### src/hw/rtl/greedy_meshlet_partitioner_top_defines.svh
// ----------------------------------------------------------------------------
// Assertion macros for the greedy meshlet partitioner
// ----------------------------------------------------------------------------
`ifndef GREEDY_MESHLET_PARTITIONER_TOP_DEFINES_SVH
`define GREEDY_MESHLET_PARTITIONER_TOP_DEFINES_SVH

// Same-cycle implication, clocked on clk, quiet during reset
`define GMP_ASSERT_IMP(lbl, ante, cons, msg) \
    lbl: assert property (@(posedge clk) disable iff (!rst_n) (ante) |-> (cons)) \
        else $error(msg);

// Next-cycle implication, clocked on clk, quiet during reset
`define GMP_ASSERT_NEXT(lbl, ante, cons, msg) \
    lbl: assert property (@(posedge clk) disable iff (!rst_n) (ante) |=> (cons)) \
        else $error(msg);

`endif

### src/hw/rtl/gmp_pkg.sv
// ----------------------------------------------------------------------------
// gmp_pkg
// Shared types and constants of the greedy meshlet partitioner.
// ----------------------------------------------------------------------------
`timescale 1ns / 1ps

package gmp_pkg;

    localparam int MAX_DISTINCT_DEF      = 64;
    localparam int VERTEX_INDEX_BITS_DEF = 32;

    localparam int IN_VERTEX_W  = 32;
    localparam int NUMBER_W     = 24;
    localparam int COUNT_W      = 7;
    localparam int VLIM_W       = 7;
    localparam int ILIM_W       = 8;
    localparam int CFG_INDEX_W  = 2;
    localparam int CFG_DATA_W   = 8;

    localparam logic [VLIM_W-1:0] VERTEX_LIMIT_RESET = 7'd64;
    localparam logic [ILIM_W-1:0] INDEX_LIMIT_RESET  = 8'd128;
    localparam logic [ILIM_W-1:0] TRI_INDICES        = 8'd3;

    typedef enum logic [CFG_INDEX_W-1:0] {
        CFG_VERTEX_LIMIT = 2'd0,
        CFG_INDEX_LIMIT  = 2'd1
    } cfg_reg_e;

    typedef struct packed {
        logic [IN_VERTEX_W-1:0] vertex_a;
        logic [IN_VERTEX_W-1:0] vertex_b;
        logic [IN_VERTEX_W-1:0] vertex_c;
        logic                   mesh_end;
    } tri_in_t;

    typedef struct packed {
        logic [NUMBER_W-1:0] meshlet_number;
        logic                opens_meshlet;
        logic                closes_meshlet;
        logic [COUNT_W-1:0]  distinct_count;
    } tri_out_t;

    // One flag per triangle corner
    typedef struct packed {
        logic a;
        logic b;
        logic c;
    } corner_t;

endpackage

### src/hw/rtl/gmp_merge.sv
// ----------------------------------------------------------------------------
// gmp_merge
// Combines the per-entry matches into membership per corner, removes
// duplicates within the triangle and assigns the append slots.
// ----------------------------------------------------------------------------
`timescale 1ns / 1ps

module gmp_merge #(
    parameter int CELLS             = gmp_pkg::MAX_DISTINCT_DEF + 2,
    parameter int FILL_W            = $clog2(gmp_pkg::MAX_DISTINCT_DEF + 3),
    parameter int VERTEX_INDEX_BITS = gmp_pkg::VERTEX_INDEX_BITS_DEF
) (
    input  logic                               en,
    input  logic [FILL_W-1:0]                  fill_base,
    input  logic [VERTEX_INDEX_BITS-1:0]       vertex_a,
    input  logic [VERTEX_INDEX_BITS-1:0]       vertex_b,
    input  logic [VERTEX_INDEX_BITS-1:0]       vertex_c,
    input  gmp_pkg::corner_t [CELLS-1:0]       match,
    output gmp_pkg::corner_t [CELLS-1:0]       wsel,
    output logic [FILL_W-1:0]                  fill_new
);
    import gmp_pkg::*;

    corner_t           hit;
    corner_t           fresh;
    logic [FILL_W-1:0] slot_a;
    logic [FILL_W-1:0] slot_b;
    logic [FILL_W-1:0] slot_c;

    // Only entries below the fill count belong to the open meshlet
    always_comb
    begin
        hit = '0;
        for (int i = 0; i < CELLS; i++)
        begin
            if (FILL_W'(i) < fill_base)
            begin
                hit.a = hit.a | match[i].a;
                hit.b = hit.b | match[i].b;
                hit.c = hit.c | match[i].c;
            end
        end
    end

    always_comb
    begin
        fresh.a  = !hit.a;
        fresh.b  = !hit.b && (vertex_b != vertex_a);
        fresh.c  = !hit.c && (vertex_c != vertex_a) && (vertex_c != vertex_b);
        slot_a   = fill_base;
        slot_b   = slot_a + FILL_W'(fresh.a);
        slot_c   = slot_b + FILL_W'(fresh.b);
        fill_new = slot_c + FILL_W'(fresh.c);
    end

    always_comb
    begin
        for (int i = 0; i < CELLS; i++)
        begin
            wsel[i].a = en && fresh.a && (slot_a == FILL_W'(i));
            wsel[i].b = en && fresh.b && (slot_b == FILL_W'(i));
            wsel[i].c = en && fresh.c && (slot_c == FILL_W'(i));
        end
    end

endmodule

### config.mk
export PLATFORM = sky130hd
export DESIGN_NAME = gmp_merge
export DESIGN_NICKNAME = d
export VERILOG_FILES = /design/src/hw/rtl/greedy_meshlet_partitioner_top_defines.svh /design/src/hw/rtl/gmp_pkg.sv /design/src/hw/rtl/gmp_merge.sv
export SDC_FILE = /design/constraint.sdc
export NUM_CORES = 1
export LEC_CHECK = 0
export BUFFER_PORTS_ARGS = -buffer_cell sky130_fd_sc_hd__buf_2
export CAP_MARGIN = 20
export CORE_AREA = 2 2 199 201
export DETAILED_ROUTE_END_ITERATION = 10
export DIE_AREA = 0 0 201 203
export GPL_TIMING_DRIVEN = 1
export PLACE_DENSITY = 0.46
export SLEW_MARGIN = 20
export SYNTH_ARGS = -nofsm -noshare
export SYNTH_HDL_FRONTEND = slang
export SYNTH_SLANG_ARGS = --single-unit
### constraint.sdc
create_clock -name vclk -period 10.2
set_input_delay 1.53 -clock vclk [all_inputs]
set_output_delay 1.53 -clock vclk [all_outputs]
set_load 0.05 [all_outputs]
# --- After elaboration in Yosys (flattened, before gate mapping) ---
# Index checks and enable logic that the tools add are counted.
totals:
  regBits: 0
  inputBits: 302
  out_inout_bits: 205
  elab_cells: 738
classes:
  add_sub_neg: 3
  magnitude_cmp: 66
  eq_ne: 198
  mux: 66
  bitwise_logic: 195
  n_reduce_logical: 210
ops:
  columns: ["cell", "n"]
  rows:
  - ["$eq 7x6->1 const B", 96]
  - ["$eq 7x5->1 const B", 48]
  - ["$lt 6x7->1 const A", 32]
  - ["$logic_and 1x1->1", 204]
  - ["$mux 3", 66]
  - ["$or 1x1->1", 195]
  - ["$eq 7x4->1 const B", 24]
  - ["$lt 5x7->1 const A", 16]
  - ["$ne 32x32->1", 3]
  - ["$eq 7x3->1 const B", 12]
  - ["$lt 4x7->1 const A", 8]
  - ["$eq 7x2->1 const B", 6]
  - ["$eq 7x7->1 const B", 6]
  - ["$lt 3x7->1 const A", 4]
  - ["$add 7x1->7", 3]
  - ["$eq 7x1->1 const B", 3]
  - ["$logic_not 7->1", 3]
  - ["$lt 1x7->1 const A", 2]
  - ["$lt 2x7->1 const A", 2]
  - ["$lt 7x7->1 const A", 2]
  - ["$logic_not 1->1", 3]

# --- Depth between registers and ports, before layout ---
logic_depth:
  ltp_word: 137
  mapped_depth: 24
  ltp_nobuf: 16

# --- Worst setup path after synthesis ---
# No wires, ideal clock.
synth_timing:
  kind: "input -> output"
  from: "in fill_base[4]"
  to: "out wsel[12] (netlist bit)"
  t_arrival_ns: 7.133
  t_required_ns: 8.670
  slack_ns: 1.537
  cell_stages: 22
  n_path_buf: 6
  path_cell_list: "buf_2 buf_2 clkbuf_1 buf_2 or4_1 o211ai_1 o2111ai_1 a2111oi_0 and4_1 nand3_1 clkbuf_1 inv_1 ha_1 ha_1 nand2_1 o21ai_0 a32oi_1 xnor2_1 nor2_1 nand4_1 clkbuf_1 nor4_1"
synth_rtl:
  columns: ["element", "line_no", "text"]
  rows:
  - ["start: declaration", "gmp_merge.sv:14", "input logic [FILL_W-1:0] fill_base,"]
  - ["end: declaration", "gmp_merge.sv:19", "output gmp_pkg::corner_t [CELLS-1:0] wsel,"]

==> results.json <==
{
  "syn_nets": 1254,
  "drtAntennaViolNets": 0,
  "finalSetupTns_ns": 0,
  "pin_count": 507,
  "hold_buffers": 0,
  "synth_xor_area_frac": 0.176,
  "post-route-min-period_ns": 9.22,
  "drtPass1Iterations": 5,
  "seq_area_frac_synth": 0,
  "syn_avg_cell_area_um2": 6.01,
  "power.density_nw_per_um2": 33.8,
  "drive_gt1_frac": 0.400,
  "cap_violations": 0,
  "die_x_um": 201,
  "ys_types": 75,
  "synthMuxAreaShare": 0.00176,
  "synth_top_area_frac": 0.154,
  "cts_resized": 0,
  "mostFrequentLayoutCells": "buf_2 (507), nor3_1 (139), xor2_1 (99)",
  "slew_headroom": 0.297,
  "rsz0062_at_grt": "no",
  "status": "finished, final reports clean",
  "io_buffers": 507,
  "grt-ovfl-total": 0,
  "clkbuf_count": 0,
  "crit_arrival_ns": 7.69,
  "fmax_ghz": 0.108,
  "pre_cts_ws_ns": 1.08,
  "vias": 9978,
  "final_common_cell": "buf_2",
  "endpoint_kind": "output pin",
  "finalSetupViolCount": 0,
  "worst_slack_ns": 0.979,
  "synth-compound-area-share": 0.284,
  "register_area_um2": 0,
  "crit_required_ns": 8.67,
  "grt_max_degree": 60,
  "synth_top_family_by_area": "simple AND/OR/NAND/NOR gates",
  "rows": 72,
  "multi_input_comb_area_um2": 5250,
  "die_h_um": 203,
  "critical_path_class": "in -> out",
  "yosys_warnings": 0,
  "synth_adder_area_share": 0.0167,
  "syn_to_final_growth_pct": 54.2,
  "hold_viol_final": 0,
  "viasPerCell": 5.20,
  "hpwlAfterDp_mm": 41.3,
  "cts_setup_buffers": 0,
  "grt_pass1_vias": 9844,
  "final_nets": 1701,
  "grt_pass1_wl_mm": 68.7,
  "antenna_found_initial": 17,
  "grt_use_total": 0.225,
  "core_um2": 38500,
  "fin_util": 0.228,
  "cp_max_fo": 37,
  "nFillCells": 4531,
  "fin_crit_sh": 0.904,
  "place.gp.congestion": 0.970,
  "drtIter0Drc": 1034,
  "worst_slew_pin_slew_ns": 1.05,
  "hp-class": "in -> out",
  "wl_per_cell_um": 25.4,
  "yosys.area.top_type": "xor2_1",
  "synthCells": 946,
  "synth_area_um2": 5680,
  "start_kind": "primary input",
  "yosys.area_share.simple": 0.442,
  "irDropWorstVdd_uv": 15.7,
  "route.detailed.drc": 0,
  "leakage_nw": 3.94,
  "ys_top_cells_by_area": "xor2_1 (15%), nor3_1 (12%), nor4_1 (7.0%)",
  "finalWirelength_mm": 48.7,
  "die-area_um2": 40800,
  "seq_cells": 0,
  "start_util": 0.148,
  "slew_viol_final": 0
}
[layer usage]
layer	GRT usage	wire [um]
met1	0.271	19200
met2	0.397	23300
met3	0.0525	4730
met4	0.0661	1450
met5	0	27
[synthesized netlist by cell type, types with 4 or more instances]
library cell and instances:
a2111oi_0 4, a21boi_0 4, a21o_1 5, a21oi_1 30
a222oi_1 4, a22oi_1 8, a2bb2oi_1 5, a31oi_1 7
a32oi_1 5, and2_1 5, and3_1 7, buf_1 10
buf_2 12, clkbuf_1 70, ha_1 6, inv_1 12
nand2_1 66, nand2b_1 4, nand3_1 52, nand4_1 31
nor2_1 62, nor2b_1 12, nor3_1 139, nor3_2 4
nor4_1 64, o2111ai_1 6, o211a_1 7, o211ai_1 17
o21a_1 19, o21ai_0 65, o22ai_1 8, o311ai_0 5
o31a_1 6, or3_1 6, or4_1 5, xnor2_1 14
xor2_1 100
[worst paths after layout]
kind	startpoint	to	slack [ns]	depth (start not counted)
min	en	wsel[35]	3.76	4
max	fill_base[4]	wsel[63]	0.98	19
[critical path: stages]
cell	delay [ns]
buf_2	0.59
or4b_1	0.85
o211ai_1	0.31
o2111ai_1	0.14
a2111oi_0	0.55
buf_4	0.24
and4_1	0.29
nand3_1	0.10
buf_4	0.30
inv_1	0.10
ha_1	0.22
ha_1	0.27
nand2_1	0.07
o21ai_0	0.15
a32oi_1	0.10
xnor2_1	0.44
nand2_1	0.68
nor3_1	0.40
buf_2	0.33
[through the flow]
step	cell area (um2)	hold WS (ns)	total power [W]	cells
after floorplan	5680	3.30	0.000136	946
after global placement	8740	3.76	0.000292	1909
after detailed placement	8740	3.76	0.000290	1909
after CTS	8740	3.77	0.000291	1909
after global routing	8750	3.78	0.000314	1913
final	8760	3.76	0.000296	1918
[final cells by class]
type / instances / share of cell area
inverter: 14 / 0.00600
tap: 518 / 0.0739
multi-input combinational: 836 / 0.599
timing repair buffer: 541 / 0.319
antenna: 9 / 0.00257
[where the power goes]
part	internal [W]	switching, W
clock network	0.000000000119	0
logic	0.000105	0.000190
registers	0	0
total	0.000105	0.000190
[kinds of logic after synthesis]
| group | after synthesis |
|---|---|
| and+or+nand+nor | 478 |
| muxes | 1 |
| buffers and inverters | 110 |
| xor gates and xnor gates | 114 |
| adders and majority gates | 8 |
| AOI/OAI and AO/OA | 235 |
Power figures use the tool's default switching activity.
