[config.mk]
export PLATFORM = sky130hd
export DESIGN_NAME = gmp_cell
export DESIGN_NICKNAME = d
export VERILOG_FILES = /design/src/hw/rtl/greedy_meshlet_partitioner_top_defines.svh /design/src/hw/rtl/gmp_pkg.sv /design/src/hw/rtl/gmp_cell.sv
export SDC_FILE = /design/constraint.sdc
export NUM_CORES = 1
export LEC_CHECK = 0
export ABC_AREA = 0
export BUFFER_PORTS_ARGS = -buffer_cell sky130_fd_sc_hd__clkbuf_2
export CAP_MARGIN = 20
export CORE_ASPECT_RATIO = 1.2
export CORE_MARGIN = 2
export CORE_UTILIZATION = 54
export CTS_BUF_LIST = sky130_fd_sc_hd__clkbuf_16
export DETAILED_ROUTE_END_ITERATION = 8
export MAX_ROUTING_LAYER = met4
export PLACE_DENSITY = 0.9
export SLEW_MARGIN = 25
export SYNTH_ARGS = -nofsm -noshare
export SYNTH_HDL_FRONTEND = slang
export SYNTH_SLANG_ARGS = --single-unit
export TNS_END_PERCENT = 5
[constraint.sdc]
create_clock -name clk -period 3.5 [get_ports clk]
set_input_delay 0.525 -clock clk [delete_from_list [all_inputs] [get_ports clk]]
set_output_delay 0.525 -clock clk [all_outputs]
set_load 0.02 [all_outputs]
[src/hw/rtl/greedy_meshlet_partitioner_top_defines.svh]
// ----------------------------------------------------------------------------
// Assertion macros for the greedy meshlet partitioner
// ----------------------------------------------------------------------------
`ifndef GREEDY_MESHLET_PARTITIONER_TOP_DEFINES_SVH
`define GREEDY_MESHLET_PARTITIONER_TOP_DEFINES_SVH

// Same-cycle implication, clocked on clk, quiet during reset
`define GMP_ASSERT_IMP(lbl, ante, cons, msg) \
    lbl: assert property (@(posedge clk) disable iff (!rst_n) (ante) |-> (cons)) \
        else $error(msg);

// Next-cycle implication, clocked on clk, quiet during reset
`define GMP_ASSERT_NEXT(lbl, ante, cons, msg) \
    lbl: assert property (@(posedge clk) disable iff (!rst_n) (ante) |=> (cons)) \
        else $error(msg);

`endif

[src/hw/rtl/gmp_pkg.sv]
// ----------------------------------------------------------------------------
// gmp_pkg
// Shared types and constants of the greedy meshlet partitioner.
// ----------------------------------------------------------------------------
`timescale 1ns / 1ps

package gmp_pkg;

    localparam int MAX_DISTINCT_DEF      = 64;
    localparam int VERTEX_INDEX_BITS_DEF = 32;

    localparam int IN_VERTEX_W  = 32;
    localparam int NUMBER_W     = 24;
    localparam int COUNT_W      = 7;
    localparam int VLIM_W       = 7;
    localparam int ILIM_W       = 8;
    localparam int CFG_INDEX_W  = 2;
    localparam int CFG_DATA_W   = 8;

    localparam logic [VLIM_W-1:0] VERTEX_LIMIT_RESET = 7'd64;
    localparam logic [ILIM_W-1:0] INDEX_LIMIT_RESET  = 8'd128;
    localparam logic [ILIM_W-1:0] TRI_INDICES        = 8'd3;

    typedef enum logic [CFG_INDEX_W-1:0] {
        CFG_VERTEX_LIMIT = 2'd0,
        CFG_INDEX_LIMIT  = 2'd1
    } cfg_reg_e;

    typedef struct packed {
        logic [IN_VERTEX_W-1:0] vertex_a;
        logic [IN_VERTEX_W-1:0] vertex_b;
        logic [IN_VERTEX_W-1:0] vertex_c;
        logic                   mesh_end;
    } tri_in_t;

    typedef struct packed {
        logic [NUMBER_W-1:0] meshlet_number;
        logic                opens_meshlet;
        logic                closes_meshlet;
        logic [COUNT_W-1:0]  distinct_count;
    } tri_out_t;

    // One flag per triangle corner
    typedef struct packed {
        logic a;
        logic b;
        logic c;
    } corner_t;

endpackage

[src/hw/rtl/gmp_cell.sv]
// ----------------------------------------------------------------------------
// gmp_cell
// One entry of the meshlet vertex set: holds a vertex index and compares it
// against all three corners of the incoming triangle.
// ----------------------------------------------------------------------------
`timescale 1ns / 1ps

module gmp_cell #(
    parameter int VERTEX_INDEX_BITS = gmp_pkg::VERTEX_INDEX_BITS_DEF
) (
    input  logic                         clk,
    input  logic [VERTEX_INDEX_BITS-1:0] vertex_a,
    input  logic [VERTEX_INDEX_BITS-1:0] vertex_b,
    input  logic [VERTEX_INDEX_BITS-1:0] vertex_c,
    input  gmp_pkg::corner_t             wsel,
    output gmp_pkg::corner_t             match
);
    import gmp_pkg::*;

    logic [VERTEX_INDEX_BITS-1:0] entry_reg;
    logic [VERTEX_INDEX_BITS-1:0] entry_next;

    always_comb
    begin
        entry_next = entry_reg;
        priority if (wsel.a)
        begin
            entry_next = vertex_a;
        end
        else if (wsel.b)
        begin
            entry_next = vertex_b;
        end
        else if (wsel.c)
        begin
            entry_next = vertex_c;
        end
    end

    always_ff @(posedge clk)
    begin
        entry_reg <= entry_next;
    end

    assign match.a = (entry_reg == vertex_a);
    assign match.b = (entry_reg == vertex_b);
    assign match.c = (entry_reg == vertex_c);

endmodule

## Yosys cells after proc, flatten, opt, wreduce, memory -nomap -nowiden

Index checks and enable logic that the tools add are counted.

- Add/subtract/negate cells: 0
- Multipliers: 0
- Divide/modulo/power cells: 0
- $lt $le $gt $ge: 0
- Equality and inequality tests: 3
- Shifts and indexed selects: 0
- Mux-type cells: 3
- Bitwise logic cells: 0
- Reductions and logical operators: 1

Operator list:

| kind | count |
|---|---|
| $eq 32x32->1 | 3 |
| $mux 32 | 3 |
| $reduce_bool 3->1 | 1 |

- Flip-flop bits (word level): 32
- Bits in latches: 0
- Bits in writable memories: 0
- Memory bits (read-only): 0
- Bits of input ports: 100
- Logic and storage cells: 8
- Memories: 0

## Logic depth before layout (Yosys ltp)

Gate-level depths: netlist (run 1).

- Word-level depth: 3
- Mapped depth: 4

## Worst setup path before layout (run 1)

No wires, ideal clock.

- Kind: in2out
- From: input vertex_b[31]
- To: output match[1] in the netlist's numbering
- Arrival time: 1.347 ns
- Slack: 1.628 ns
- Stages on the path: 4
- Buffers on the path: 0
- Cell sequence: xor2_1 > nor4_1 > nand4_1 > nor2_1

RTL lines:

| item | line | RTL |
|---|---|---|
| from (decl) | gmp_cell.sv:13 | `input logic [VERTEX_INDEX_BITS-1:0] vertex_b,` |
| to (decl) | gmp_cell.sv:16 | `output gmp_pkg::corner_t match` |

==> impl_metrics.yaml, run 1 <==
synth:
  synth_area_leaders: "edfxtp_1, xor2_1, mux2i_1"
  mappedNetlistNets: 369
  syn_inst: 269
  syn_area_per_cell_um2: 9.90
  syn-cell-area_mm2: 0.00266
  synth_top_area_cell: "edfxtp_1"
  synth_cell_type_count: 12
  yosys_warnings: 0
  yosysSeqAreaShare: 0.361
  synth-seq-cells: 32
  synth_top_area_frac: 0.361
floorplan:
  rows: 28
  start_util: 0.551
  ios: 103
  die_h_um: 80.9
  die-area_mm2: 0.00551
  die_x_um: 68.1
  coreArea_mm2: 0.00483
drt:
  drc: 0
  ant_nets: 0
  wire_per_inst_um: 15.4
  vias: 2334
  met2WireLength_mm: 3.57
  drt-total-wl_mm: 6.66
  wl_met3_um: 377
  first_pass_iters: 4
  m1WireLength_mm: 2.52
  drtIter0Drc: 108
  routed.top_layer: "met4"
  vias_per_cell: 5.42
critical_path:
  slowest_stage: "edfxtp_1"
  crit_required_ns: 2.97
  setup.worst_path.start_class: "flop"
  cp-end-kind: "output pin"
  cp_cell_sequence: "xor2_1, nor4_1, nand4_1, nor2_1, clkbuf_2"
  cp.arrival_ns: 1.89
  cp_slowest_stage_delay_ns: 0.45
  crit_type: "flop to output pin"
  cp_max_fo: 3
timing:
  maxSlewHeadroom: 0.572
  timing.setup.tns_ns: 0
  worst_pin_slew_ns: 0.642
  rsz0062_at_grt: "no"
  post-route-period-util: 0.689
  slew_violations: 0
  period_minus_slack_ns: 2.41
  finalSetupViolCount: 0
  timing.final.ws_setup_ns: 1.09
  fmaxAchievable_mhz: 415
  finalHoldViolCount: 0
clocking:
  cts_num_sinks: 32
  ctsResizeCount: 0
  post_cts_buffers: 0
  numCtsBuffers: 5
  cts-root-buf: "clkbuf_16"
  clk_pin_slew_ns: 0.06
  clock_path_buffers: 2
  cts_tree: "yes"
  holdBufCountCts: 0
  h-tree-depth: 2
pwr:
  leakagePower_nw: 1.59
  p_per_area_mw_per_mm2: 372
  peakVddDrop_uv: 343
global_route:
  grt_pass1_vias: 2351
  grtUsageTotal: 0.261
  grt_max_degree: 65
  grt_first_pass_wirelength_mm: 10.3
  antenna_found_initial: 0
  grt_overflow: 0
finish:
  final_cell_mix: "clkbuf_2, xor2_1"
  drive_above_1_share: 0.302
  layout.nets: 470
  largest_reg_flops: 32
  num_antenna_cells: 0
  syn_to_final_growth_pct: 26.4
  final_common_cell: "clkbuf_2"
placed_design:
  gp_congestion: 0.906
  dp_hpwl_mm: 5.23
  io_buffers: 102
  place_ws_ns: 1.29
run:
  maxCapViolations: 0
min_path:
  min_path_cells: 3
  hp-class: "primary input to flop"
run_status:
  outcome: "finished, final reports clean"
worst paths after layout:
kind                                    start                      end  slack (ns)
worst max-delay path  entry_reg[31]$_DFFE_PP_                 match[2]        1.09
worst min-delay path             vertex_a[21]  entry_reg[21]$_DFFE_PP_        0.56
critical path, delay by kind of cell (launching register included):
| kind | cells | cell delay (ns) |
|---|---|---|
| xor gates and xnor gates | 1 | 0.20 |
| buffers and inverters | 1 | 0.18 |
| and+or+nand+nor | 3 | 0.77 |
| DFF | 1 | 0.45 |
metrics by stage:
| step | total power, mW | area, um^2 | hold slack, ns | instances | utilization |
|---|---|---|---|---|---|
| 2_1_floorplan | 0.710 | 2660 | 0.712 | 269 | - |
| 3_3_place_gp | 0.822 | 3230 | 0.834 | 423 | 0.668 |
| 3_5_place_dp | 0.840 | 3230 | 0.838 | 423 | 0.668 |
| 4_1_cts | 1.25 | 3370 | 0.553 | 431 | 0.696 |
| 5_1_grt | 1.31 | 3370 | 0.557 | 431 | 0.696 |
| 6_report | 1.25 | 3370 | 0.555 | 431 | 0.696 |
cell families after synthesis:
group                  synth area share
multiplexers                      0.120
AO/OA/AOI/OAI                    0.0601
flip-flops                        0.361
buffers and inverters            0.0211
AND/OR/NAND/NOR                   0.122
XOR/XNOR                          0.316
power by group:
| part | switching [mW] | internal (mW) |
|---|---|---|
| clock network | 0.159 | 0.258 |
| registers | 0.0554 | 0.477 |
| logic | 0.154 | 0.148 |
| total | 0.369 | 0.883 |
layout make-up:
type,count,area (um^2)
flip-flops and latches,32,961
multi-input cells,226,1650
clock buffers,5,125
clock inverters,3,13.8
repair buffers,105,546
well taps,60,75.1
fillers,370,1470
per-layer routing:
metal	vias up	track usage
li1	1167	-
met1	1071	0.275
met2	77	0.465
met3	19	0.0582
met4	0	0.102
met5	-	-
Yosys cell counts, drive strengths merged:
| cell | n |
|---|---|
| buf | 6 |
| clkbuf | 5 |
| edfxtp | 32 |
| mux2i | 32 |
| nand2 | 32 |
| nand4 | 6 |
| nor2 | 3 |
| nor4 | 24 |
| o21ai | 32 |
| or3 | 1 |
| xor2 | 96 |
(Power assumes the default switching activity.)
==> run 2: changes to the inputs <==
- CORE_UTILIZATION: 54 -> 50
- PLACE_DENSITY: 0.9 -> 0.85
- clock period: 3.5 -> 2.4 ns (I/O delays scaled with it)
==> impl_metrics.yaml, run 2 (synthesis gave the netlist of run 1 again) <==
finish:
  largest_reg_flops: 32
  drive_above_1_share: 0.306
  num_antenna_cells: 0
  nFillCells: 453
  seq_area_um2: 961
  syn_to_final_growth_pct: 27.5
  layout.nets: 472
  final_cell_mix: "clkbuf_2, xor2_1"
  final_common_cell: "clkbuf_2"
  multi_input_area_mm2: 0.00165
drt:
  ant_nets: 0
  drc: 0
  drt-total-wl_mm: 6.59
  wire_per_inst_um: 15.1
  first_pass_iters: 4
  vias_per_cell: 5.32
  vias: 2313
  drtIter0Drc: 125
critical_path:
  cp_num_buf_inv: 1
  startpoint: "entry_reg[31]$_DFFE_PP_"
  cp_top_family: "simple AND/OR/NAND/NOR gates"
  crit_end: "match[2]"
  cp_slowest_stage_delay_ns: 0.45
  cp.arrival_ns: 1.87
  crit_required_ns: 2.04
  cp_max_fo: 3
  cp-end-kind: "output pin"
  cp.depth: 5
  slowest_stage: "edfxtp_1"
  crit_type: "flop to output pin"
  setup.worst_path.start_class: "flop"
  cp_cell_sequence: "xor2_1, nor4_1, nand4_1, nor2_1, clkbuf_2"
clocking:
  cts-root-buf: "clkbuf_16"
  cts_num_sinks: 32
  numCtsBuffers: 5
  holdBufCountCts: 0
  ctsResizeCount: 0
  clk_pin_slew_ns: 0.05
  post_cts_buffers: 0
  clock_path_buffers: 2
  h-tree-depth: 2
  cts_tree: "yes"
placed_design:
  gp_congestion: 0.809
  dp_hpwl_mm: 5.25
  io_buffers: 102
timing:
  timing.setup.tns_ns: 0
  post-route-period-util: 0.929
  slew_violations: 0
  finalSetupViolCount: 0
  rsz0062_at_grt: "no"
  finalHoldViolCount: 0
  worst_pin_slew_ns: 0.543
  maxSlewHeadroom: 0.638
  fmaxAchievable_mhz: 448
  period_minus_slack_ns: 2.23
pwr:
  p_per_area_mw_per_mm2: 565
  p_int_mw: 1.39
  pwr-share-seq: 0.403
  peakVddDrop_uv: 409
  combPwrFrac: 0.227
  leakagePower_nw: 1.61
  p_total_mw: 1.92
  p_sw_mw: 0.524
  swShare: 0.273
  clkPwrFrac: 0.370
global_route:
  grtUsageTotal: 0.233
  grt_pass1_vias: 2412
  antenna_found_initial: 0
  grt_first_pass_wirelength_mm: 10.7
  grt_max_degree: 65
  grt_overflow: 0
floorplan:
  ios: 103
  die-area_mm2: 0.00593
  die_x_um: 70.6
  rows: 29
  die_h_um: 84.0
  coreArea_mm2: 0.00523
  start_util: 0.510
min_path:
  hp-class: "primary input to flop"
run_status:
  outcome: "finished, final reports clean"
run:
  maxCapViolations: 0
==> run 2: worst min path at each step <==
stage | from | to | slack, ns | depth (start not counted)
after floorplan | vertex_a[29] | entry_reg[29]$_DFFE_PP_ | 0.55 | 2
after global placement | vertex_a[9] | entry_reg[9]$_DFFE_PP_ | 0.67 | 3
after detailed placement | vertex_a[20] | entry_reg[20]$_DFFE_PP_ | 0.67 | 3
after CTS | vertex_a[9] | entry_reg[9]$_DFFE_PP_ | 0.39 | 3
after global routing | vertex_a[9] | entry_reg[9]$_DFFE_PP_ | 0.41 | 3
final | vertex_a[9] | entry_reg[9]$_DFFE_PP_ | 0.39 | 3
==> run 2: cell type report <==
| type | count | area share |
|---|---|---|
| clock buffer | 5 | 0.0368 |
| clock inverter | 3 | 0.0114 |
| multi-input combinational | 226 | 0.485 |
| sequential | 32 | 0.283 |
| timing repair buffer | 107 | 0.161 |
| tap | 62 | 0.0228 |
==> run 2: power by group through the flow <==
stage	logic, mW	registers (mW)	clock network (mW)
floorplan	0.264	0.772	0
global placement	0.426	0.777	0
detailed placement	0.437	0.785	0
CTS	0.441	0.774	0.723
global route	0.487	0.784	0.748
finish	0.436	0.774	0.709
==> run 2: metrics by stage <==
stage          setup slack [ns]  hold WS, ns  std cells  area, um^2  utilization
3_5_place_dp              0.456        0.672        427        3230        0.619
2_1_floorplan             0.718        0.547        269        2660            -
3_3_place_gp              0.464        0.670        427        3230        0.619
4_1_cts                   0.146        0.392        435        3400        0.650
6_report                  0.170        0.392        435        3400        0.650
5_1_grt                   0.107        0.413        435        3400        0.650
==> run 2: layer usage <==
metal | global-route usage | up-vias | wire length [um]
met1 | 0.260 | 1056 | 2680
met4 | 0.0789 | 0 | 149
met5 | - | - | 0
met2 | 0.414 | 73 | 3450
met3 | 0.0435 | 14 | 305
li1 | - | 1170 | -
==> run 3: changes to the inputs <==
- ABC_AREA: 0 -> 1
- CORE_UTILIZATION: 50 -> 53
- SKIP_LAST_GASP: not set -> 1
==> impl_metrics.yaml, run 3 <==
critical_path:
  cp-end-kind: "output pin"
  cp_cell_sequence: "xor2_1, nor2_1, nand2_1, nor2_1, nand2_1, nor2_1, clkbuf_2"
  cp_max_fo: 3
  worst_path_most_repeated_cell: "nor2_1"
  slowest_stage: "edfxtp_1"
  crit_required_ns: 2.04
  cp_slowest_stage_delay_ns: 0.45
  crit_type: "flop to output pin"
  setup.worst_path.start_class: "flop"
  cp.arrival_ns: 1.64
clocking:
  cts-root-buf: "clkbuf_16"
  h-tree-depth: 2
  cts_num_sinks: 32
  post_cts_buffers: 0
  cts_tree: "yes"
  numCtsBuffers: 5
  clk_pin_slew_ns: 0.05
  clock_path_buffers: 2
  ctsResizeCount: 0
  holdBufCountCts: 0
finish:
  post-route-util: 0.672
  drive_above_1_share: 0.156
  nFillCells: 599
  layout.nets: 828
  largest_reg_flops: 32
  final_cell_mix: "nand2_1, inv_1, clkbuf_2"
  final_common_cell: "nand2_1"
  syn_to_final_growth_pct: 21.6
  num_antenna_cells: 0
drt:
  drc: 0
  vias_per_cell: 4.91
  first_pass_iters: 5
  drtIter0Drc: 274
  ant_nets: 0
  drt-total-wl_mm: 9.05
  wire_per_inst_um: 11.2
  vias: 3978
global_route:
  antenna_found_initial: 0
  grt_max_degree: 33
  grt_pass1_vias: 3765
  grt_overflow: 0
  grtUsageTotal: 0.271
  grt_first_pass_wirelength_mm: 15.2
run:
  maxCapViolations: 0
timing:
  timing.final.ws_setup_ns: 0.398
  period_minus_slack_ns: 2.00
  slew_violations: 0
  maxSlewHeadroom: 0.628
  timing.setup.tns_ns: 0
  fmaxAchievable_mhz: 499
  finalHoldViolCount: 0
  worst_pin_slew_ns: 0.556
  rsz0062_at_grt: "no"
  post-route-period-util: 0.834
  finalSetupViolCount: 0
min_path:
  hp-start: "vertex_a[2]"
  min_to: "entry_reg[2]$_DFFE_PP_"
  hp-class: "primary input to flop"
  min_path_cells: 3
synth:
  synth_cell_type_count: 12
  synth-seq-cells: 32
  synth_area_leaders: "nand2_1, edfxtp_1, inv_1"
  yosys_warnings: 0
  yosysSeqAreaShare: 0.284
  syn_area_per_cell_um2: 5.40
  ys_top_cells_by_count: "nand2_1, inv_1, nor2_1"
  syn-cell-area_mm2: 0.00339
  synth_top_area_frac: 0.327
  synth_ff_type: "edfxtp_1"
  synth_most_common_cell: "nand2_1"
  synth-edff-count: 32
  mappedNetlistNets: 727
  synth_top_area_cell: "nand2_1"
  syn_inst: 627
  async_flop_share: 0
pwr:
  p_per_area_mw_per_mm2: 478
  peakVddDrop_uv: 264
  leakagePower_nw: 2.58
  p_total_mw: 1.97
floorplan:
  rows: 31
  start_util: 0.553
  ios: 103
  coreArea_mm2: 0.00613
  die_x_um: 77.0
  die-area_mm2: 0.00705
  die_h_um: 91.6
run_status:
  outcome: "finished, final reports clean"
placed_design:
  io_buffers: 102
  dp_hpwl_mm: 7.00
  gp_congestion: 0.901
  place_ws_ns: 0.703
[run 3: layer usage]
| layer | part of all wire | GRT usage | vias up |
|---|---|---|---|
| li1 | - | - | 2085 |
| met1 | 0.41 | 0.315 | 1731 |
| met2 | 0.50 | 0.477 | 140 |
| met3 | 0.067 | 0.0368 | 22 |
| met4 | 0.022 | 0.0997 | 0 |
| met5 | 0 | - | - |
[run 3: worst max path at each step]
stage,startpoint,end,slack (ns),cells past startpoint
4_1_cts,entry_reg[28]$_DFFE_PP_,match[1],0.42,7
3_3_place_gp,vertex_b[21],match[1],0.74,10
6_report,entry_reg[28]$_DFFE_PP_,match[1],0.40,7
2_1_floorplan,wsel[2],entry_reg[0]$_DFFE_PP_,0.61,4
3_5_place_dp,vertex_b[18],match[1],0.70,10
5_1_grt,entry_reg[21]$_DFFE_PP_,match[1],0.31,9
[run 3: cell type report]
| cell class | instances | area [um^2] | share of cell area |
|---|---|---|---|
| timing repair buffer | 107 | 573 | 0.139 |
| sequential | 32 | 961 | 0.233 |
| multi-input combinational | 464 | 1900 | 0.462 |
| tap | 82 | 103 | 0.0249 |
| inverter | 118 | 443 | 0.108 |
| clock inverter | 3 | 11.3 | 0.00273 |
| clock buffer | 5 | 125 | 0.0304 |
[run 3: power breakdown]
group	internal (mW)	total (mW)	switching [mW]
Sequential	0.695	0.761	0.0657
Combinational	0.242	0.607	0.365
Clock	0.373	0.603	0.230
Total	1.31	1.97	0.660
[run 3: cell families after synthesis]
group / count (synthesis) / synth area share
AND/OR/NAND/NOR: 362 / 0.401
buffers and inverters: 131 / 0.155
AO/OA/AOI/OAI: 93 / 0.137
flip-flops: 32 / 0.284
XOR/XNOR: 9 / 0.0233
[run 3: per-stage QoR]
stage	hold slack, ns	area, um^2	cells
2_1_floorplan	0.590	3390	627
3_3_place_gp	0.714	3980	803
3_5_place_dp	0.723	3980	803
4_1_cts	0.438	4120	811
5_1_grt	0.460	4120	811
6_report	0.446	4120	811
[run 3: critical path: cells and delay by family (launching register included)]
| kind | cells | cell delay [ns] |
|---|---|---|
| flops | 1 | 0.45 |
| buf+inv | 1 | 0.18 |
| xor+xnor | 1 | 0.17 |
| simple gates | 5 | 0.57 |
